<file path="src/hdl/assert_macros.svh">
// Assertion macros used by the top-level RTL module of the leader election block.
`ifndef ASSERT_MACROS_SVH
`define ASSERT_MACROS_SVH

// Same-cycle implication, checked on every rising edge outside reset.
`define ASSERT_SAME(label, ante, cons, msg) \
    label: assert property (@(posedge clk) disable iff (!rst_n) (ante) |-> (cons)) \
        else $error(msg);

// Next-cycle implication, checked on every rising edge outside reset.
`define ASSERT_NEXT(label, ante, cons, msg) \
    label: assert property (@(posedge clk) disable iff (!rst_n) (ante) |=> (cons)) \
        else $error(msg);

`endif

</file>
<file path="src/hdl/cle_pkg.sv">
// Types, codes and reset constants of the leader election block.
package cle_pkg;

    localparam int TERM_W  = 32;
    localparam int ID_W    = 4;
    localparam int COUNT_W = 5;
    localparam int TIMER_W = 16;
    localparam int CD_W    = 17;
    localparam int JIT_W   = 7;
    localparam int ROLE_W  = 2;
    localparam int KIND_W  = 2;
    localparam int CMD_W   = 2;
    localparam int CFG_IDX_W  = 2;
    localparam int CFG_DATA_W = 16;

    localparam logic [ROLE_W-1:0] ROLE_FOLLOWER  = 2'd0;
    localparam logic [ROLE_W-1:0] ROLE_CANDIDATE = 2'd1;
    localparam logic [ROLE_W-1:0] ROLE_LEADER    = 2'd2;

    localparam logic [KIND_W-1:0] KIND_NONE    = 2'd0;
    localparam logic [KIND_W-1:0] KIND_REPLY   = 2'd1;
    localparam logic [KIND_W-1:0] KIND_REQUEST = 2'd2;
    localparam logic [KIND_W-1:0] KIND_BEAT    = 2'd3;

    localparam logic [CMD_W-1:0] CMD_REQUEST = 2'd0;
    localparam logic [CMD_W-1:0] CMD_REPLY   = 2'd1;
    localparam logic [CMD_W-1:0] CMD_BEAT    = 2'd2;
    localparam logic [CMD_W-1:0] CMD_TICK    = 2'd3;

    localparam logic [CFG_IDX_W-1:0] REG_NODE_COUNT       = 2'd0;
    localparam logic [CFG_IDX_W-1:0] REG_SELF_ID          = 2'd1;
    localparam logic [CFG_IDX_W-1:0] REG_FOLLOWER_WAIT    = 2'd2;
    localparam logic [CFG_IDX_W-1:0] REG_BROADCAST_PERIOD = 2'd3;

    localparam logic [COUNT_W-1:0] NODE_COUNT_RESET       = 5'd1;
    localparam logic [ID_W-1:0]    SELF_ID_RESET          = 4'd0;
    localparam logic [TIMER_W-1:0] FOLLOWER_WAIT_RESET    = 16'd200;
    localparam logic [TIMER_W-1:0] BROADCAST_PERIOD_RESET = 16'd20;

    localparam logic [JIT_W-1:0]   JITTER_SPAN = 7'd100;
    localparam logic [COUNT_W-1:0] VOTES_MAX   = 5'd31;
    localparam logic [TERM_W-1:0]  TERM_MAX    = 32'hFFFF_FFFF;

    typedef struct packed {
        logic [COUNT_W-1:0] node_count;
        logic [ID_W-1:0]    self_id;
        logic [TIMER_W-1:0] follower_wait;
        logic [TIMER_W-1:0] broadcast_period;
    } cfg_t;

    typedef struct packed {
        logic [CMD_W-1:0]  command;
        logic [TERM_W-1:0] msg_term;
        logic [ID_W-1:0]   msg_node;
        logic [JIT_W-1:0]  jitter;
    } item_t;

    typedef struct packed {
        logic [ROLE_W-1:0]  role;
        logic [TERM_W-1:0]  term;
        logic [ID_W-1:0]    leader;
        logic               leader_known;
        logic [COUNT_W-1:0] votes;
        logic               heard_beat;
        logic [CD_W-1:0]    countdown;
    } node_state_t;

    typedef struct packed {
        logic [KIND_W-1:0] send_kind;
        logic [TERM_W-1:0] send_term;
        logic [ID_W-1:0]   send_node;
        logic [ROLE_W-1:0] role_now;
        logic [ID_W-1:0]   leader_now;
        logic              leader_valid;
    } result_t;

endpackage

</file>
<file path="src/hdl/consensus_leader_election_fsm.sv">
// Top level of the leader election block: registers, handshakes and configuration.
//
//   Channel   Direction  Handshake             Contents
//   in        input      in_valid / in_ready   command, msg_term, msg_node, jitter
//   out       output     out_valid / out_ready one result per event
//   cfg       input      cfg_wr_en             cfg_index, cfg_data
//
// An event is captured in an input register, and its result is registered in the
// output register when that register is empty or its result is being taken.
// One event is accepted in every cycle while the output side takes results.
// The election state is updated in the same cycle the result is registered.
// When the output register is held, the input register fills and in_ready drops.
// Reset clears the election state and loads the configuration defaults.
module consensus_leader_election_fsm
    import cle_pkg::*;
(
    input  logic                  clk,
    input  logic                  rst_n,
    input  logic                  in_valid,
    output logic                  in_ready,
    input  logic [CMD_W-1:0]      command,
    input  logic [TERM_W-1:0]     msg_term,
    input  logic [ID_W-1:0]       msg_node,
    input  logic [JIT_W-1:0]      jitter,
    output logic                  out_valid,
    input  logic                  out_ready,
    output logic [KIND_W-1:0]     send_kind,
    output logic [TERM_W-1:0]     send_term,
    output logic [ID_W-1:0]       send_node,
    output logic [ROLE_W-1:0]     role_now,
    output logic [ID_W-1:0]       leader_now,
    output logic                  leader_valid,
    input  logic                  cfg_wr_en,
    input  logic [CFG_IDX_W-1:0]  cfg_index,
    input  logic [CFG_DATA_W-1:0] cfg_data
);

`include "assert_macros.svh"

    cfg_t        cfg_reg;
    item_t       stage_item_reg;
    logic        stage_valid_reg;
    logic        out_valid_reg;
    result_t     result_reg;
    result_t     result_next;
    node_state_t state_reg;
    node_state_t state_next;
    logic        advance;

    assign advance  = stage_valid_reg && (!out_valid_reg || out_ready);
    assign in_ready = !stage_valid_reg || advance;

    cle_step u_step
    (
        .cfg  (cfg_reg),
        .cur  (state_reg),
        .item (stage_item_reg),
        .nxt  (state_next),
        .res  (result_next)
    );

    always_ff @(posedge clk or negedge rst_n)
    begin
        if (!rst_n)
        begin
            cfg_reg.node_count       <= NODE_COUNT_RESET;
            cfg_reg.self_id          <= SELF_ID_RESET;
            cfg_reg.follower_wait    <= FOLLOWER_WAIT_RESET;
            cfg_reg.broadcast_period <= BROADCAST_PERIOD_RESET;
        end
        else if (cfg_wr_en)
        begin
            case (cfg_index)
                REG_NODE_COUNT:       cfg_reg.node_count       <= cfg_data[COUNT_W-1:0];
                REG_SELF_ID:          cfg_reg.self_id          <= cfg_data[ID_W-1:0];
                REG_FOLLOWER_WAIT:    cfg_reg.follower_wait    <= cfg_data[TIMER_W-1:0];
                REG_BROADCAST_PERIOD: cfg_reg.broadcast_period <= cfg_data[TIMER_W-1:0];
                default:              cfg_reg                  <= cfg_reg;
            endcase
        end
    end

    always_ff @(posedge clk or negedge rst_n)
    begin
        if (!rst_n)
        begin
            stage_valid_reg <= 1'b0;
            out_valid_reg   <= 1'b0;
            state_reg       <= '{role: ROLE_FOLLOWER, term: '0, leader: '0,
                                 leader_known: 1'b0, votes: '0, heard_beat: 1'b0,
                                 countdown: {1'b0, FOLLOWER_WAIT_RESET}};
        end
        else
        begin
            if (in_valid && in_ready)
            begin
                stage_valid_reg <= 1'b1;
            end
            else if (advance)
            begin
                stage_valid_reg <= 1'b0;
            end
            if (advance)
            begin
                out_valid_reg <= 1'b1;
                state_reg     <= state_next;
            end
            else if (out_ready)
            begin
                out_valid_reg <= 1'b0;
            end
        end
    end

    always_ff @(posedge clk)
    begin
        if (in_valid && in_ready)
        begin
            stage_item_reg <= '{command: command, msg_term: msg_term,
                                msg_node: msg_node, jitter: jitter};
        end
        if (advance)
        begin
            result_reg <= result_next;
        end
    end

    assign out_valid    = out_valid_reg;
    assign send_kind    = result_reg.send_kind;
    assign send_term    = result_reg.send_term;
    assign send_node    = result_reg.send_node;
    assign role_now     = result_reg.role_now;
    assign leader_now   = result_reg.leader_now;
    assign leader_valid = result_reg.leader_valid;

    // The term never moves backward, whatever the event.
    `ASSERT_NEXT(a_term_monotonic, 1'b1, state_reg.term >= $past(state_reg.term),
        "term decreased")
    // A transaction that sends nothing carries no term and no sender.
    `ASSERT_SAME(a_quiet_result, out_valid_reg && result_reg.send_kind == KIND_NONE,
        result_reg.send_term == '0 && result_reg.send_node == '0,
        "empty result carries a term or sender")
    // Vote requests come only from a candidate, heartbeats only from a leader.
    `ASSERT_SAME(a_request_role, out_valid_reg && result_reg.send_kind == KIND_REQUEST,
        result_reg.role_now == ROLE_CANDIDATE, "vote request sent outside candidacy")
    `ASSERT_SAME(a_beat_role, out_valid_reg && result_reg.send_kind == KIND_BEAT,
        result_reg.role_now == ROLE_LEADER, "heartbeat sent by a non-leader")
    // Input back-pressure appears only when both registers are occupied and held.
    `ASSERT_SAME(a_stall_cause, !in_ready,
        stage_valid_reg && out_valid_reg && !out_ready, "input stalled without cause")

endmodule

</file>
<file path="src/hdl/cle_step.sv">
// Next-state and result logic for one event of the leader election machine.
module cle_step
    import cle_pkg::*;
(
    input  cfg_t        cfg,
    input  node_state_t cur,
    input  item_t       item,
    output node_state_t nxt,
    output result_t     res
);

    logic [ROLE_W-1:0]  role_cur;
    logic [KIND_W-1:0]  kind;
    logic [JIT_W-1:0]   jit_mod;
    logic [COUNT_W-1:0] votes_inc;
    logic [COUNT_W-1:0] majority;
    logic [TERM_W-1:0]  term_bump;
    logic               solo;
    logic               beat_ok;

    always_comb
    begin
        role_cur  = (cur.role > ROLE_LEADER) ? ROLE_FOLLOWER : cur.role;
        jit_mod   = (item.jitter >= JITTER_SPAN) ? (item.jitter - JITTER_SPAN) : item.jitter;
        votes_inc = (cur.votes != VOTES_MAX) ? (cur.votes + COUNT_W'(1)) : cur.votes;
        majority  = {1'b0, cfg.node_count[COUNT_W-1:1]} + COUNT_W'(1);
        term_bump = (cur.term != TERM_MAX) ? (cur.term + TERM_W'(1)) : cur.term;
        solo      = (cfg.node_count <= COUNT_W'(1));
        beat_ok   = (role_cur == ROLE_LEADER) ? (item.msg_term > cur.term)
                                              : (item.msg_term >= cur.term);
        nxt       = cur;
        nxt.role  = role_cur;
        kind      = KIND_NONE;

        case (item.command)
            CMD_REQUEST:
            begin
                if (item.msg_term > cur.term)
                begin
                    nxt.term = item.msg_term;
                    kind     = KIND_REPLY;
                    if (role_cur != ROLE_FOLLOWER)
                    begin
                        nxt.role      = ROLE_FOLLOWER;
                        nxt.countdown = {1'b0, cfg.follower_wait};
                    end
                end
            end
            CMD_REPLY:
            begin
                if (role_cur == ROLE_CANDIDATE && item.msg_term == cur.term)
                begin
                    nxt.votes = votes_inc;
                    if (votes_inc >= majority)
                    begin
                        nxt.role      = ROLE_LEADER;
                        nxt.countdown = {1'b0, cfg.broadcast_period};
                    end
                end
            end
            CMD_BEAT:
            begin
                if (beat_ok)
                begin
                    nxt.term         = item.msg_term;
                    nxt.leader       = item.msg_node;
                    nxt.leader_known = 1'b1;
                    if (role_cur == ROLE_FOLLOWER)
                    begin
                        nxt.heard_beat = 1'b1;
                    end
                    else
                    begin
                        nxt.role      = ROLE_FOLLOWER;
                        nxt.countdown = {1'b0, cfg.follower_wait};
                    end
                end
            end
            default:
            begin
                if (cur.countdown > CD_W'(1))
                begin
                    nxt.countdown = cur.countdown - CD_W'(1);
                end
                else if (role_cur == ROLE_FOLLOWER && cur.heard_beat)
                begin
                    nxt.heard_beat = 1'b0;
                    nxt.countdown  = {1'b0, cfg.follower_wait};
                end
                else if (role_cur == ROLE_LEADER)
                begin
                    kind          = KIND_BEAT;
                    nxt.countdown = {1'b0, cfg.broadcast_period};
                end
                else if (solo)
                begin
                    nxt.role      = ROLE_LEADER;
                    nxt.countdown = {1'b0, cfg.broadcast_period};
                end
                else
                begin
                    kind          = KIND_REQUEST;
                    nxt.role      = ROLE_CANDIDATE;
                    nxt.votes     = COUNT_W'(1);
                    nxt.term      = term_bump;
                    nxt.countdown = {1'b0, cfg.follower_wait} + CD_W'(jit_mod);
                end
            end
        endcase

        res.send_kind    = kind;
        res.send_term    = (kind == KIND_NONE) ? '0 : nxt.term;
        res.send_node    = (kind inside {KIND_REQUEST, KIND_BEAT}) ? cfg.self_id : '0;
        res.role_now     = nxt.role;
        res.leader_now   = nxt.leader;
        res.leader_valid = nxt.leader_known;
    end

endmodule

</file>
<file path="config.mk">
export PLATFORM = sky130hd
export DESIGN_NAME = consensus_leader_election_fsm
export DESIGN_NICKNAME = d
export VERILOG_FILES = /design/src/hdl/cle_pkg.sv /design/src/hdl/consensus_leader_election_fsm.sv /design/src/hdl/cle_step.sv
export VERILOG_INCLUDE_DIRS = /design/src /design/src/hdl
export SDC_FILE = /design/constraint.sdc
export NUM_CORES = 1
export LEC_CHECK = 0
export ABC_AREA = 1
export BUFFER_PORTS_ARGS = -buffer_cell sky130_fd_sc_hd__buf_2
export CORE_ASPECT_RATIO = 1.2
export CORE_UTILIZATION = 40
export CTS_CLUSTER_DIAMETER = 80
export DETAILED_ROUTE_END_ITERATION = 10
export GPL_TIMING_DRIVEN = 0
export SLEW_MARGIN = 20
export SYNTH_ARGS = -nofsm -noshare
export SYNTH_HDL_FRONTEND = slang
export SYNTH_HIERARCHICAL = 1
export SYNTH_SLANG_ARGS = --single-unit
</file>
<file path="constraint.sdc">
create_clock -name clk -period 4.73 [get_ports clk]
set_clock_uncertainty 0.15 [all_clocks]
set_input_delay 1.1825 -clock clk [delete_from_list [all_inputs] [get_ports clk]]
set_output_delay 1.1825 -clock clk [all_outputs]
set_load 0.005 [all_outputs]
</file>
==> metrics.txt <==
status complete, no violations; maximum number of pins on one net before global-route repair 67; maximum fanout along the worst path 10; number of vias per cell after detailed routing 5.58; final number of hold-violating endpoints 0; number of resized instances in the post-cts repair step 0; final routed wire length divided by cell count 21.6 um; standby leakage power 0.00800 uW; number of instances in the synthesized netlist 2,020; CTS tree done; unrepaired setup endpoints after global routing no; Remaining Overflow, GRT 0; number of buffers created by CTS 17; total number of clock tree sinks 195; most frequent cell on the critical path sky130_fd_sc_hd__nand3_1; Final Wtd Congestion 0.971; Cells on Worst Hold Path 2; number of buffers inserted for hold repair after clock tree synthesis 0; Pwr per Cell Area 552 nW/um^2; number of synthesized flops with an enable pin 90; core outline area 35,300 um^2; CP max stage delay 0.52 ns; critical path data arrival time 4.38 ns; part of the Yosys area used for sequential elements 37.0%; post-route clock period utilization 87.9%; Largest register FFs 62; number of buffers inserted by post-CTS setup repair 0; # rows 75; first-pass GRT wire length 86,200 um; # IOs 115; depth of the worst register-to-register path 17; actual transition at the worst max-transition pin 1.08 ns; clock latency on the worst-skew pair 0.50 ns; net total in the final layout 2,280; register bit count reported by yosys 195; via count of the first global-routing pass 14,300; buffers added on ports 113; initial antenna violation count 0; clock root buffer sky130_fd_sc_hd__clkbuf_16; ordered cell list for the critical path ha_1 -> nand2_1 -> nor2_1 -> inv_1 -> nor2_1 -> mux2_2 -> ha_1 -> a21oi_1 -> o21a_1 -> nand3_1 -> nand3_1 -> clkbuf_1 -> a21oi_1 -> o21ai_0 -> nand4_1 -> nand3_1 -> nand2_1; GR Util All Layers 31.7%; reported max-cap violation count 0; Final Max Slew Viols 0; required time of the critical path 4.95 ns; post-route antenna net violation count 0; DRC Markers 0; kind of critical path flop to flop; worst min path class flop to flop; aggregate routed wire length 56,800 um; area of the die 36,900 um^2; Yosys Warn Count 6; Detailed Routing Iterations Pass 1 6; antenna diode count 0; DR iter-0 viols 1,187; effective utilization at floorplan 40.9%; Post-Syn Nets 2,145; relative max-transition margin 27.9%; HPWL after DPL 42,300 um; H-tree Lvls 4; deepest clock path buffer count 2; number of inserted filler cells in the final layout 3,725; average footprint of a synthesized cell 7.15 um^2; final setup violation count 0; share of final-layout standard cells stronger than drive strength 1 14.2%; area growth from synthesis to layout 12.6%; final critical delay including setup and external delays 4.16 ns; count of distinct cell types in the synthesized netlist 51; kind of end point of the critical path flop; startpoint class of the critical path flop; crit path setup slack, layout 0.571 ns; largest vdd supply drop 0.299 mV; Slowest-stage cell, CP sky130_fd_sc_hd__nand3_1; Post-synth ARST share 53.8%; die height 210 um; Die Width 175 um; vias after detailed routing 14,700; clock edge transition at the registers on the reported setup and hold paths 0.07 ns; Setup Slack @ Placement 0.656 ns; Post-Syn Area 14,400 um^2; upper clock frequency limit 240 MHz; Synth Flop Type sky130_fd_sc_hd__dfrtp_1; Setup Total Neg Slack 0 ns
[kinds of logic (layout without fill, tap and decap cells)]
kind of cell	count (synthesis)	after routing	share of synthesized area, %
compound gates	215	215	8.73
xor+xnor	18	18	1.09
fa+ha+maj	57	57	4.99
buf+inv	329	477	10.1
flops	195	195	37.0
mux	5	5	0.390
simple gates	1201	1201	37.7
[power breakdown]
part | internal (uW) | switching [uW]
combinational | 1480 | 3190
clock | 823 | 715
sequential | 2210 | 550
total | 4510 | 4460
[critical path, delay by kind of cell (launching register included)]
| family | cells | cell delay, ns |
|---|---|---|
| adder cells (fa/ha/maj) | 2 | 0.42 |
| AND/OR/NAND/NOR | 8 | 1.58 |
| AO/OA/AOI/OAI | 4 | 0.51 |
| multiplexers | 1 | 0.40 |
| flip-flops | 1 | 0.49 |
| buffers and inverters | 2 | 0.48 |
[synthesized netlist by cell type (6+ instances only)]
master | instances | area, um^2
sky130_fd_sc_hd__a21oi_1 | 63 | 315
sky130_fd_sc_hd__buf_2 | 30 | 150
sky130_fd_sc_hd__buf_4 | 25 | 188
sky130_fd_sc_hd__buf_6 | 11 | 124
sky130_fd_sc_hd__clkbuf_1 | 37 | 139
sky130_fd_sc_hd__dfrtp_1 | 96 | 2400
sky130_fd_sc_hd__dfstp_2 | 9 | 236
sky130_fd_sc_hd__edfxtp_1 | 90 | 2700
sky130_fd_sc_hd__ha_1 | 56 | 701
sky130_fd_sc_hd__inv_1 | 213 | 800
sky130_fd_sc_hd__inv_2 | 8 | 30.0
sky130_fd_sc_hd__nand2_1 | 649 | 2440
sky130_fd_sc_hd__nand2_2 | 7 | 43.8
sky130_fd_sc_hd__nand3_1 | 272 | 1360
sky130_fd_sc_hd__nand3_2 | 17 | 170
sky130_fd_sc_hd__nand4_1 | 86 | 538
sky130_fd_sc_hd__nor2_1 | 109 | 409
sky130_fd_sc_hd__nor2_2 | 14 | 87.6
sky130_fd_sc_hd__nor3_1 | 17 | 85.1
sky130_fd_sc_hd__nor4_1 | 7 | 43.8
sky130_fd_sc_hd__o211ai_1 | 33 | 248
sky130_fd_sc_hd__o21ai_0 | 78 | 390
sky130_fd_sc_hd__o21ai_1 | 6 | 30.0
sky130_fd_sc_hd__o21ai_2 | 14 | 123
sky130_fd_sc_hd__xor2_1 | 13 | 114
[final timing paths]
kind,startpoint,end,slack [ns]
setup / recovery,state_reg[18],state_reg[12],0.57
setup reg to reg,state_reg[18],state_reg[12],0.57
hold / removal,state_reg[25],state_reg[25],0.32
max in group asynchronous,rst_n,cfg_reg[23],3.18
min in group asynchronous,rst_n,state_reg[15],0.48
hold reg to reg,state_reg[25],state_reg[25],0.32
[layout by cell type (no fill, tap or decap), types with 6 or more instances in the layout]
master / netlist / routed
sky130_fd_sc_hd__inv_2: 8 / 10
sky130_fd_sc_hd__clkbuf_16: 0 / 17
sky130_fd_sc_hd__buf_6: 11 / 12
sky130_fd_sc_hd__clkbuf_1: 37 / 38
sky130_fd_sc_hd__inv_1: 213 / 211
sky130_fd_sc_hd__ha_1: 56 / 56
sky130_fd_sc_hd__dfstp_2: 9 / 9
sky130_fd_sc_hd__o21ai_0: 78 / 78
sky130_fd_sc_hd__nor3_1: 17 / 17
sky130_fd_sc_hd__o21ai_2: 14 / 14
sky130_fd_sc_hd__dfrtp_1: 96 / 96
sky130_fd_sc_hd__nor2_1: 109 / 108
sky130_fd_sc_hd__xor2_1: 13 / 13
sky130_fd_sc_hd__edfxtp_1: 90 / 90
sky130_fd_sc_hd__o21ai_1: 6 / 6
sky130_fd_sc_hd__nor4_1: 7 / 7
sky130_fd_sc_hd__a21oi_1: 63 / 63
sky130_fd_sc_hd__buf_4: 25 / 25
sky130_fd_sc_hd__buf_2: 30 / 142
sky130_fd_sc_hd__nand2_2: 7 / 7
sky130_fd_sc_hd__nand2_1: 649 / 649
sky130_fd_sc_hd__o211ai_1: 33 / 33
sky130_fd_sc_hd__nand3_1: 272 / 272
sky130_fd_sc_hd__nor2_2: 14 / 15
sky130_fd_sc_hd__nand4_1: 86 / 86
sky130_fd_sc_hd__nand3_2: 17 / 17
[per-stage QoR]
step	area, um^2	power [uW]	util, %	hold slack [ns]	std cells
after floorplan	14400	5740	-	0.288	2020
after global placement	15600	7290	44.2	0.303	2595
after detailed placement	15700	7360	44.4	0.313	2598
after CTS	16300	8920	46.1	0.328	2630
after global routing	16300	9620	46.1	0.352	2630
final	16300	8970	46.1	0.324	2630
[layer usage]
layer,wire [um],global-route usage [%]
met2,28500,56.2
met4,3110,18.1
met1,22000,36.0
met3,3240,5.14
met5,0,0
[layout make-up]
cell class	instances	area, um^2	area share (%)
plain buffers	105	608	3.74
clock buffers	21	470	2.89
clock inverters	11	123	0.754
inverters	224	846	5.20
multi-input cells	1496	7650	47.1
flip-flops and latches	195	5340	32.9
well taps	462	578	3.56
repair buffers	116	639	3.93
No activity file was read; power rests on OpenSTA's default activity.
